`src/design/utf8d_pkg.sv`:
```
`timescale 1ns / 1ps
// ----------------------------------------------------------------------------
// utf8d_pkg
// Shared types, constants and lead-byte helpers of the UTF-8 stream decoder.
// ----------------------------------------------------------------------------
package utf8d_pkg;

  localparam int BYTE_W         = 8;
  localparam int CP_W           = 21;
  localparam int CNT_W          = 3;
  localparam int FIFO_DEPTH_DEF = 4;

  localparam logic [CP_W-1:0] REPL_CP = 21'h00FFFD;
  localparam logic [CP_W-1:0] MAX_CP  = 21'h10FFFF;
  localparam logic [CP_W-1:0] SURR_LO = 21'h00D800;
  localparam logic [CP_W-1:0] SURR_HI = 21'h00DFFF;

  // Sequence lengths announced by a lead byte.
  localparam logic [2:0] LEN_NONE = 3'd0;
  localparam logic [2:0] LEN_1    = 3'd1;
  localparam logic [2:0] LEN_2    = 3'd2;
  localparam logic [2:0] LEN_3    = 3'd3;
  localparam logic [2:0] LEN_4    = 3'd4;

  // One request from the classifier: count results, all but the last are
  // replacement characters.
  typedef struct packed {
    logic [CNT_W-1:0] count;
    logic [CP_W-1:0]  last_cp;
    logic             last_rep;
    logic             text_end;
  } cmd_t;

  typedef struct packed {
    logic full;
    logic empty;
  } fifo_stat_t;

  function automatic logic [2:0] lead_length(input logic [BYTE_W-1:0] b);
    logic [2:0] len;
    if (b[7] == 1'b0) begin
      len = LEN_1;
    end else if (b[7:5] == 3'b110) begin
      len = LEN_2;
    end else if (b[7:4] == 4'b1110) begin
      len = LEN_3;
    end else if (b[7:3] == 5'b11110) begin
      len = LEN_4;
    end else begin
      len = LEN_NONE;
    end
    return len;
  endfunction

  function automatic logic [CP_W-1:0] lead_payload(input logic [BYTE_W-1:0] b,
                                                   input logic [2:0] len);
    logic [CP_W-1:0] v;
    case (len)
      LEN_2:   v = {16'b0, b[4:0]};
      LEN_3:   v = {17'b0, b[3:0]};
      LEN_4:   v = {18'b0, b[2:0]};
      default: v = '0;
    endcase
    return v;
  endfunction

  function automatic logic [CP_W-1:0] min_value(input logic [2:0] len);
    logic [CP_W-1:0] v;
    case (len)
      LEN_2:   v = 21'h000080;
      LEN_3:   v = 21'h000800;
      LEN_4:   v = 21'h010000;
      default: v = '0;
    endcase
    return v;
  endfunction

endpackage

```
`src/design/utf8_byte_stream_decoder.sv`:
```
`timescale 1ns / 1ps
// ----------------------------------------------------------------------------
// utf8_byte_stream_decoder
// UTF-8 to code point decoder with U+FFFD replacement of malformed input.
// ----------------------------------------------------------------------------
// The decoder takes one text byte per cycle while the request queue is not full
// and emits Unicode scalar values. A byte that flushes a broken sequence yields
// up to four results, which the output register sends one code point per cycle
// while out_tready is high. A queue of FIFO_DEPTH requests between the byte
// classifier and the result sequencer absorbs such bursts before the input
// stalls. The request of an accepted byte passes through the queue and then the
// output register before its first result appears.
module utf8_byte_stream_decoder
  import utf8d_pkg::*;
#(
  parameter int FIFO_DEPTH = FIFO_DEPTH_DEF
) (
  input  logic        clk,
  input  logic        rst_n,
  input  logic        in_tvalid,
  output logic        in_tready,
  input  logic [7:0]  in_tdata,   // [7:0] in_byte
  input  logic        in_tlast,   // end_of_text
  output logic        out_tvalid,
  input  logic        out_tready,
  output logic [23:0] out_tdata,  // [20:0] code_point, [21] text_done, [23:22] zero
  output logic        out_tuser,  // [0] replaced
  output logic        out_tlast   // last_of_run
);

  fifo_stat_t      fifo_stat;
  cmd_t            wr_cmd, head;
  logic            push, pop;
  logic [CP_W-1:0] cp;
  logic            done;

  utf8d_front u_front (
    .clk       (clk),
    .rst_n     (rst_n),
    .in_valid  (in_tvalid),
    .in_ready  (in_tready),
    .in_byte   (in_tdata),
    .in_end    (in_tlast),
    .fifo_stat (fifo_stat),
    .push      (push),
    .cmd       (wr_cmd)
  );

  utf8d_fifo #(
    .DEPTH (FIFO_DEPTH)
  ) u_fifo (
    .clk    (clk),
    .rst_n  (rst_n),
    .push   (push),
    .wr_cmd (wr_cmd),
    .pop    (pop),
    .rd_cmd (head),
    .stat   (fifo_stat)
  );

  utf8d_back u_back (
    .clk       (clk),
    .rst_n     (rst_n),
    .head      (head),
    .fifo_stat (fifo_stat),
    .pop       (pop),
    .out_valid (out_tvalid),
    .out_ready (out_tready),
    .out_cp    (cp),
    .out_rep   (out_tuser),
    .out_last  (out_tlast),
    .out_done  (done)
  );

  assign out_tdata = {2'b00, done, cp};

  // The end of the text can only fall on the final result of a byte.
  a_done_is_last: assert property (@(posedge clk) disable iff (!rst_n)
    out_tvalid && out_tdata[21] |-> out_tlast)
    else $error("text_done without last_of_run");

  // A replaced result always carries the replacement character.
  a_repl_value: assert property (@(posedge clk) disable iff (!rst_n)
    out_tvalid && out_tuser |-> out_tdata[20:0] == REPL_CP)
    else $error("replaced result with wrong code point");

  // Decoded values are scalar values: in range and not a surrogate.
  a_scalar: assert property (@(posedge clk) disable iff (!rst_n)
    out_tvalid && !out_tuser |-> (out_tdata[20:0] <= MAX_CP) &&
      ((out_tdata[20:0] < SURR_LO) || (out_tdata[20:0] > SURR_HI)))
    else $error("decoded value is not a scalar value");

  // The queue never overflows or underflows.
  a_queue: assert property (@(posedge clk) disable iff (!rst_n)
    !(push && fifo_stat.full) && !(pop && fifo_stat.empty))
    else $error("request queue overflow or underflow");

endmodule

```
`src/design/utf8d_front.sv`:
```
`timescale 1ns / 1ps
// ----------------------------------------------------------------------------
// utf8d_front
// Accepts text bytes, tracks the pending sequence and issues one result
// request per byte that produces output.
// ----------------------------------------------------------------------------
module utf8d_front
  import utf8d_pkg::*;
(
  input  logic              clk,
  input  logic              rst_n,
  input  logic              in_valid,
  output logic              in_ready,
  input  logic [BYTE_W-1:0] in_byte,
  input  logic              in_end,
  input  fifo_stat_t        fifo_stat,
  output logic              push,
  output cmd_t              cmd
);

  logic [1:0]      held_r, held_nxt;
  logic [2:0]      exp_r, exp_nxt;
  logic [CP_W-1:0] part_r, part_nxt;
  logic            accept;

  assign in_ready = ~fifo_stat.full;
  assign accept   = in_valid & in_ready;

  always_comb begin
    logic            hold_ok;
    logic [2:0]      len;
    logic            f;
    logic            fhold;
    logic [CP_W-1:0] fcp;
    logic            frep;
    logic [2:0]      k;
    logic [2:0]      c;
    logic [CP_W-1:0] v;
    logic            ok;
    logic            use_fresh;

    hold_ok = (held_r != 2'd0) && (exp_r >= LEN_2) && (exp_r <= LEN_4) &&
              ({1'b0, held_r} < exp_r);

    // Result of reading the byte as a new lead.
    len   = lead_length(in_byte);
    f     = 1'b1;
    fhold = 1'b0;
    fcp   = REPL_CP;
    frep  = 1'b1;
    if (len == LEN_NONE) begin
      fcp  = REPL_CP;
      frep = 1'b1;
    end else if (len == LEN_1) begin
      fcp  = {13'b0, in_byte};
      frep = 1'b0;
    end else if (in_end) begin
      fcp  = REPL_CP;
      frep = 1'b1;
    end else begin
      f     = 1'b0;
      fhold = 1'b1;
    end

    c  = {1'b0, held_r} + 3'd1;
    v  = {part_r[CP_W-7:0], in_byte[5:0]};
    ok = (v >= min_value(exp_r)) && (v <= MAX_CP) && ((v < SURR_LO) || (v > SURR_HI));

    k         = 3'd0;
    use_fresh = 1'b0;
    held_nxt  = 2'd0;
    exp_nxt   = LEN_NONE;
    part_nxt  = '0;
    cmd.count    = 3'd0;
    cmd.last_cp  = REPL_CP;
    cmd.last_rep = 1'b1;
    cmd.text_end = in_end;

    if (!hold_ok) begin
      use_fresh = 1'b1;
    end else if (in_byte[7:6] == 2'b10) begin
      if (c == exp_r) begin
        if (ok) begin
          cmd.count    = 3'd1;
          cmd.last_cp  = v;
          cmd.last_rep = 1'b0;
        end else begin
          cmd.count = c;
        end
      end else if (in_end) begin
        cmd.count = c;
      end else begin
        held_nxt = c[1:0];
        exp_nxt  = exp_r;
        part_nxt = v;
      end
    end else begin
      // A non-continuation byte breaks the sequence: flush, then re-read it.
      k         = {1'b0, held_r};
      use_fresh = 1'b1;
    end

    if (use_fresh) begin
      cmd.count = k + {2'b0, f};
      if (f) begin
        cmd.last_cp  = fcp;
        cmd.last_rep = frep;
      end
      if (fhold) begin
        held_nxt = 2'd1;
        exp_nxt  = len;
        part_nxt = lead_payload(in_byte, len);
      end
    end
  end

  assign push = accept && (cmd.count != 3'd0);

  always_ff @(posedge clk) begin
    if (!rst_n) begin
      held_r <= 2'd0;
      exp_r  <= LEN_NONE;
      part_r <= '0;
    end else if (accept) begin
      held_r <= held_nxt;
      exp_r  <= exp_nxt;
      part_r <= part_nxt;
    end
  end

endmodule

```
`src/design/utf8d_fifo.sv`:
```
`timescale 1ns / 1ps
// ----------------------------------------------------------------------------
// utf8d_fifo
// Small request queue between the classifier and the result sequencer.
// ----------------------------------------------------------------------------
module utf8d_fifo
  import utf8d_pkg::*;
#(
  parameter int DEPTH = FIFO_DEPTH_DEF
) (
  input  logic       clk,
  input  logic       rst_n,
  input  logic       push,
  input  cmd_t       wr_cmd,
  input  logic       pop,
  output cmd_t       rd_cmd,
  output fifo_stat_t stat
);

  localparam int PTR_W = $clog2(DEPTH);
  localparam int LVL_W = $clog2(DEPTH + 1);

  cmd_t             mem_r [DEPTH];
  logic [PTR_W-1:0] wr_ptr_r, rd_ptr_r;
  logic [LVL_W-1:0] level_r;

  assign stat.empty = (level_r == '0);
  assign stat.full  = (level_r == LVL_W'(DEPTH));
  assign rd_cmd     = mem_r[rd_ptr_r];

  always_ff @(posedge clk) begin
    if (push) begin
      mem_r[wr_ptr_r] <= wr_cmd;
    end
  end

  always_ff @(posedge clk) begin
    if (!rst_n) begin
      wr_ptr_r <= '0;
      rd_ptr_r <= '0;
      level_r  <= '0;
    end else begin
      if (push) begin
        wr_ptr_r <= (wr_ptr_r == PTR_W'(DEPTH - 1)) ? '0 : wr_ptr_r + 1'b1;
      end
      if (pop) begin
        rd_ptr_r <= (rd_ptr_r == PTR_W'(DEPTH - 1)) ? '0 : rd_ptr_r + 1'b1;
      end
      if (push && !pop) begin
        level_r <= level_r + 1'b1;
      end else if (pop && !push) begin
        level_r <= level_r - 1'b1;
      end
    end
  end

endmodule

```
`src/design/utf8d_back.sv`:
```
`timescale 1ns / 1ps
// ----------------------------------------------------------------------------
// utf8d_back
// Expands queued requests into code point results, one per cycle while
// out_ready is high, through an output register.
// ----------------------------------------------------------------------------
module utf8d_back
  import utf8d_pkg::*;
(
  input  logic            clk,
  input  logic            rst_n,
  input  cmd_t            head,
  input  fifo_stat_t      fifo_stat,
  output logic            pop,
  output logic            out_valid,
  input  logic            out_ready,
  output logic [CP_W-1:0] out_cp,
  output logic            out_rep,
  output logic            out_last,
  output logic            out_done
);

  logic            valid_r;
  logic [1:0]      idx_r;
  logic [CP_W-1:0] cp_r;
  logic            rep_r, last_r, done_r;
  logic            load, is_last;

  assign load    = !fifo_stat.empty && (!valid_r || out_ready);
  assign is_last = ({1'b0, idx_r} == (head.count - 3'd1));
  assign pop     = load && is_last;

  always_ff @(posedge clk) begin
    if (!rst_n) begin
      valid_r <= 1'b0;
      idx_r   <= 2'd0;
    end else begin
      if (load) begin
        valid_r <= 1'b1;
        idx_r   <= is_last ? 2'd0 : idx_r + 2'd1;
      end else if (out_ready) begin
        valid_r <= 1'b0;
      end
    end
  end

  always_ff @(posedge clk) begin
    if (load) begin
      cp_r   <= is_last ? head.last_cp : REPL_CP;
      rep_r  <= is_last ? head.last_rep : 1'b1;
      last_r <= is_last;
      done_r <= is_last && head.text_end;
    end
  end

  assign out_valid = valid_r;
  assign out_cp    = cp_r;
  assign out_rep   = rep_r;
  assign out_last  = last_r;
  assign out_done  = done_r;

endmodule
```
`config.mk`:
```
export PLATFORM = sky130hd
export DESIGN_NAME = utf8_byte_stream_decoder
export DESIGN_NICKNAME = d
export VERILOG_FILES = /design/src/design/utf8d_pkg.sv /design/src/design/utf8_byte_stream_decoder.sv /design/src/design/utf8d_front.sv /design/src/design/utf8d_fifo.sv /design/src/design/utf8d_back.sv
export SDC_FILE = /design/constraint.sdc
export NUM_CORES = 1
export LEC_CHECK = 0
export BUFFER_PORTS_ARGS = -buffer_cell sky130_fd_sc_hd__buf_2
export CAP_MARGIN = 20
export CORE_AREA = 2 2 114 116
export DETAILED_ROUTE_END_ITERATION = 10
export DIE_AREA = 0 0 116 118
export GPL_TIMING_DRIVEN = 0
export PLACE_DENSITY = 0.7
export SLEW_MARGIN = 20
export SYNTH_ARGS = -nofsm -noshare
export SYNTH_HDL_FRONTEND = slang
export SYNTH_SLANG_ARGS = --single-unit
```
`constraint.sdc`:
```
create_clock -name clk -period 7.62 [get_ports clk]
set_input_delay 0.381 -clock clk [delete_from_list [all_inputs] [get_ports clk]]
set_output_delay 0.381 -clock clk [all_outputs]
set_load 0.02 [all_outputs]
```
# After elaboration in Yosys (flattened, before gate mapping)
# Memory sizes are Yosys's and may differ from the RTL's. A register that Yosys moved wholly into a read port is not among the register bits.
# Cells that the tools add are included.
# W data, S select, Z words.
# totals
reg_bits	54
ramBits	104
in_bits	13
elab_cells	127
n_memories	1
# classes
add_sub_neg	8
order_cmp	7
n_eq_ne	16
n_mux	58
bitwise	2
n_reduce_logical	23
# mem_list
name	depth	word_bits	read_ports	rd_clocked_by_memory_dff	write_ports	line_no	source
u_fifo.mem_r	4	26	1	1	1	utf8d_fifo.sv:23	cmd_t mem_r [DEPTH];
# ops
operator	n
$mux W15	6
$mux W25	3
$mux W22	3
$pmux W17 S3	1
$mux W3	16
$mux W2	12
$ge A21 B17 Y1	1
$gt A21 B16 Y1 const B	1
$le A21 B21 Y1 const B	1
$lt A21 B16 Y1 const B	1
$mux W21	1
$mux W16	1
$pmux W5 S3	1
$mux W1	14
$eq A3 B2 Y1 const B	4
$eq A3 B3 Y1 const B	4
$logic_and A1 B1 Y1	11
$add A2 B1 Y2 const B	3
$eq A2 B2 Y1 const B	3
$logic_not A3 Y1	2
$reduce_bool A2 Y1	3
$sub A3 B1 Y3 const B	2
$eq A5 B5 Y1 const B	1
$eq A4 B4 Y1 const B	1
14 further kinds	18

# Depth between registers and ports, before layout
# depth
ltp_word	17
ltp_mapped	18

# Hierarchy
# From an unflattened synthesis, not the netlist that was laid out.
# unflattened
cells_unflattened	448
area_unflattened_um2	6885.4
# modules_own_cells
module	instances	cells_per_inst	area_each_um2
utf8d_fifo	1	180	4255.3
utf8d_front	1	194	1540.2
utf8d_back	1	70	1063.5
utf8_byte_stream_decoder	1	4	26.3

# Worst setup path before layout
# Ideal clock, no wire load.
# synth_path
kind	register to register
from	register u_front.exp_r[2]
to	memory u_fifo.mem_r[0][0] (netlist name), enable pin
setup_ns	0.412
arrival_ns	3.473
required_ns	7.208
setup_slack_ns	3.735
stages_incl_launch_ff	11
n_path_buf	0
period_less_slack_ns	3.885
path_cell_list	dfxtp_1 -> nand2b_1 -> nor2_1 -> ha_1 -> or4b_1 -> a311o_1 -> a32oi_2 -> a21oi_1 -> nor3_1 -> a221oi_4 -> nor2b_1
# synth_via
elab_chain_len	14
elab_cells_between_ends	26
# synth_rtl
item	line_no	source
start, declared	utf8d_front.sv:22	logic [2:0] exp_r, exp_nxt;
start signal, assigned	utf8d_front.sv:126	exp_r <= exp_nxt;
$eq A3 B3 Y1 or $eq A3 B2 Y1 (tied branches)	utf8d_pkg.sv:69	case (len)
$pmux W17 S3	utf8d_pkg.sv:69	
$ge A21 B17 Y1	utf8d_front.sv:67	ok = (v >= min_value(exp_r)) && (v <= MAX_CP) && ((v < SURR_LO) || (v > SURR_HI));
$logic_and A1 B1 Y1 (2 in a row)	utf8d_front.sv:67	
$mux W3	utf8d_front.sv:83	if (ok) begin
$mux W3	utf8d_front.sv:82	if (c == exp_r) begin
$mux W25	utf8d_front.sv:81	end else if (in_byte[7:6] == 2'b10) begin
$mux W25	utf8d_front.sv:79	if (!hold_ok) begin
$mux W25 (*)	utf8d_front.sv:103	if (use_fresh) begin
$reduce_bool A3 Y1 (*)	utf8d_front.sv:117	assign push = accept && (cmd.count != 3'd0);
$logic_and A1 B1 Y1 (*)	utf8d_front.sv:117	
$mux W1 (*)	utf8d_fifo.sv:32	if (push) begin
$mux W1 (implied by the code) (*)	utf8d_fifo.sv:33	mem_r[wr_ptr_r] <= wr_cmd;
end, declared	utf8d_fifo.sv:23	
# Mark *: on every way between the ends. The rest lies on a longest branch, timed or not.

==> flow_summary.toml <==
[critical_path]
cp_top_family = "simple AND/OR/NAND/NOR gates"
crit_cells = 14
end_kind = "register"
crit_arrival_ns = 4.79
crit_slowest_cell = "buf_1"
startpoint_type = "register"
worst_r2r_endpoint = "u_fifo.level_r[2]"
r2r_slack_ns = 3.17
path_max_fanout = 10
crit_required_ns = 7.96
critical_path.n_buffers_inverters = 4
rr_worst_depth = 14
max_stage_delay_ns = 0.68
critPathKind = "register to register"
path_cells = "buf_2 -> buf_1 -> mux4_2 -> inv_1 -> ha_1 -> xnor2_1 -> nor3_2 -> nand2_1 -> ha_1 -> inv_1 -> fa_1 -> xor2_1 -> or3_1 -> a21boi_0"

[job]
drv_cap = 0

[grt]
grt_max_degree = 27
grt_pass1_vias = 4018
grt_first_pass_wirelength_mm = 21.21
grt-ovfl-total = 0
grtUsageTotal_pct = 20.93
grt_antenna_before_repair = 0

[cells_and_area]
layout-drive-gt1-share_pct = 21.64
final_util_pct = 63.84
nets = 553
diodes = 0
area_delta_synth_final_pct = 17.12

[cts]
cts_resized = 0
numCtsBuffers = 17
cts_tree = "done"
clk_latency_ns = 0.42
ctsHtreeMaxLevel = 4
clk_pin_slew_ns = 0.06
cts_sinks = 160
ctsLongestPathBuffers = 2
cts_hold_buf = 0
post_cts_buffers = 0
root_buffer = "clkbuf_16"

[timing]
fin_crit_ns = 4.450
final_hold_viol_count = 0
fin_worst_skew_ns = 0.01207
setup_viol = 0
tightestPinTransition_ns = 0.9518
post-route-period-util_pct = 58.40
setup_tns_ns = 0
maxSlewViolCount = 0
rsz0062_at_grt = "false"
max_freq_mhz = 224.7
timing.slew.headroom_pct = 36.55

[floorplanning]
die_w_um = 116
die_h_um = 118
initial_core_util_pct = 54.51
fp-row-count = 41
coreArea_um2 = 12410
die_area_um2 = 13690
io_pins = 41

[logic_synthesis]
synth_common_cells = "edfxtp_1 (128), nand2_1 (33), dfxtp_1 (32)"
avgSynthCellArea_um2 = 14.71
synth_top_area_cell = "edfxtp_1"
yosysMostFrequentCell = "edfxtp_1"
yosys-top-cells-area = "edfxtp_1 (57%), dfxtp_1 (9.5%), mux4_2 (8.7%)"
ys_seq_area_share_pct = 66.27
yosysTopAreaCellShare_pct = 56.80
ys_warn_count = 0
synth_edf_count = 128
netlist_instances = 460
ys_ff_latch = 160
synth_ff_type = "edfxtp_1"
synth.distinct_cells = 51
synth_area_um2 = 6766
ys_async_sr_fraction_pct = 0

[power]
p_leak_uw = 0.002695
power_density_nw_per_um2 = 334.8
peakVddDrop_v = 0.0001326
finalPower_uw = 2654

[placed_design]
io_buffers = 38
dpl.hpwl_mm = 8.719
gp_congestion = 0.9343

[worst_hold_path]
min_to = "u_back.out_valid"
hold_class = "input pin to register"
holdCritStartpoint = "out_tready"
worstHoldPathCells = 4

[detailed_routing]
dr.pass1.iters = 5
drt_iter0_markers = 352
wl_per_cell_um = 18.24
vias = 3918
via_per_inst = 5.534
drcViolationCount = 0
wl_mm = 12.92
ant_nets = 0

[run_status]
status = "complete, no violations"
sequential cells by signal, indices dropped and copies added (netlist names), named ones only:
| signal | count |
|---|---|
| u_back.out_rep | 1 |
| u_back.out_done | 1 |
| u_fifo.mem_r | 104 |
| u_back.out_valid | 1 |
| u_back.out_last | 1 |
| u_front.part_r | 15 |
| u_back.idx_r | 2 |
| u_front.exp_r | 3 |
| u_fifo.level_r | 3 |
| u_back.out_cp | 21 |
| u_front.held_r | 2 |
| u_fifo.wr_ptr_r | 2 |
| u_fifo.rd_ptr_r | 2 |
worst max path at each step:
stage                     startpoint                   to  slack [ns]
floorplan           u_front.exp_r[2]   u_fifo.mem_r[0][0]        3.74
global placement    u_front.exp_r[1]  u_fifo.mem_r[0][11]        2.40
detailed placement          register    u_fifo.level_r[2]        3.02
CTS                         register    u_fifo.level_r[2]        3.01
global route                register    u_fifo.level_r[2]        2.73
finish                      register    u_fifo.level_r[2]        3.17
placed cells by master, fill, tap and decap left out, drive strengths merged, types with 8 or more instances in the layout:
cell type and n:
clkbuf 34, nand2 33, nor3 14, inv 21
o21ai 15, ha 16, and2 13, buf 51
dfxtp 32, nand3 13, a21oi 8, mux4 26
a21boi 15, nand2b 23, edfxtp 128, nor2 24
nor2b 13
where the power goes:
| part | switching [µW] | internal, µW |
|---|---|---|
| Sequential | 40.6 | 1110 |
| Clock | 322 | 532 |
| Combinational | 387 | 260 |
tightest hold or removal path: cells and delay by family:
kind / cells / cell delay, ns
and+or+nand+nor: 1 / 0.06
buffers and inverters: 2 / 0.11
AOI/OAI and AO/OA: 1 / 0.07
routing by layer:
layer	global-route usage [%]	vias to the layer above	part of all wire [%]
met1	28.47	1961	44
met3	6.128	12	5.0
met2	32.16	103	49
li1	-	1842	-
met5	0	-	0
met4	7.664	0	1.5
cells by family (layout without fill, tap and decap cells):
group                      Yosys count  count (layout)  synth area share (%)
xor gates and xnor gates             7               7                0.9061
AOI/OAI and AO/OA                   56              56                 6.269
muxes                               30              30                 9.246
DFF                                160             160                 66.27
buffers and inverters               41             116                 2.496
adders and majority gates           17              17                 3.254
other                                1               2               0.05542
and+or+nand+nor                    148             148                 11.50
metrics by stage:
stage	area (µm²)	setup WS, ns	instances	hold WS, ns
global route	7925	2.732	708	0.2707
detailed placement	7308	3.023	675	0.4747
floorplan	6770	3.735	461	0.4540
global placement	7176	2.402	671	0.4603
CTS	7910	3.010	707	0.2337
finish	7925	3.170	708	0.2629
cell type report:
type | instances | area (µm²)
Fill cell | 933 | 4489
Sequential cell | 160 | 4484
Multi-Input combinational cell | 260 | 2147
Clock buffer | 22 | 464.2
Timing Repair Buffer | 43 | 307.8
Tap cell | 172 | 215.2
Clock inverter | 10 | 137.6
Buffer | 20 | 90.09
Inverter | 21 | 78.83
(Power assumes the default switching activity.)
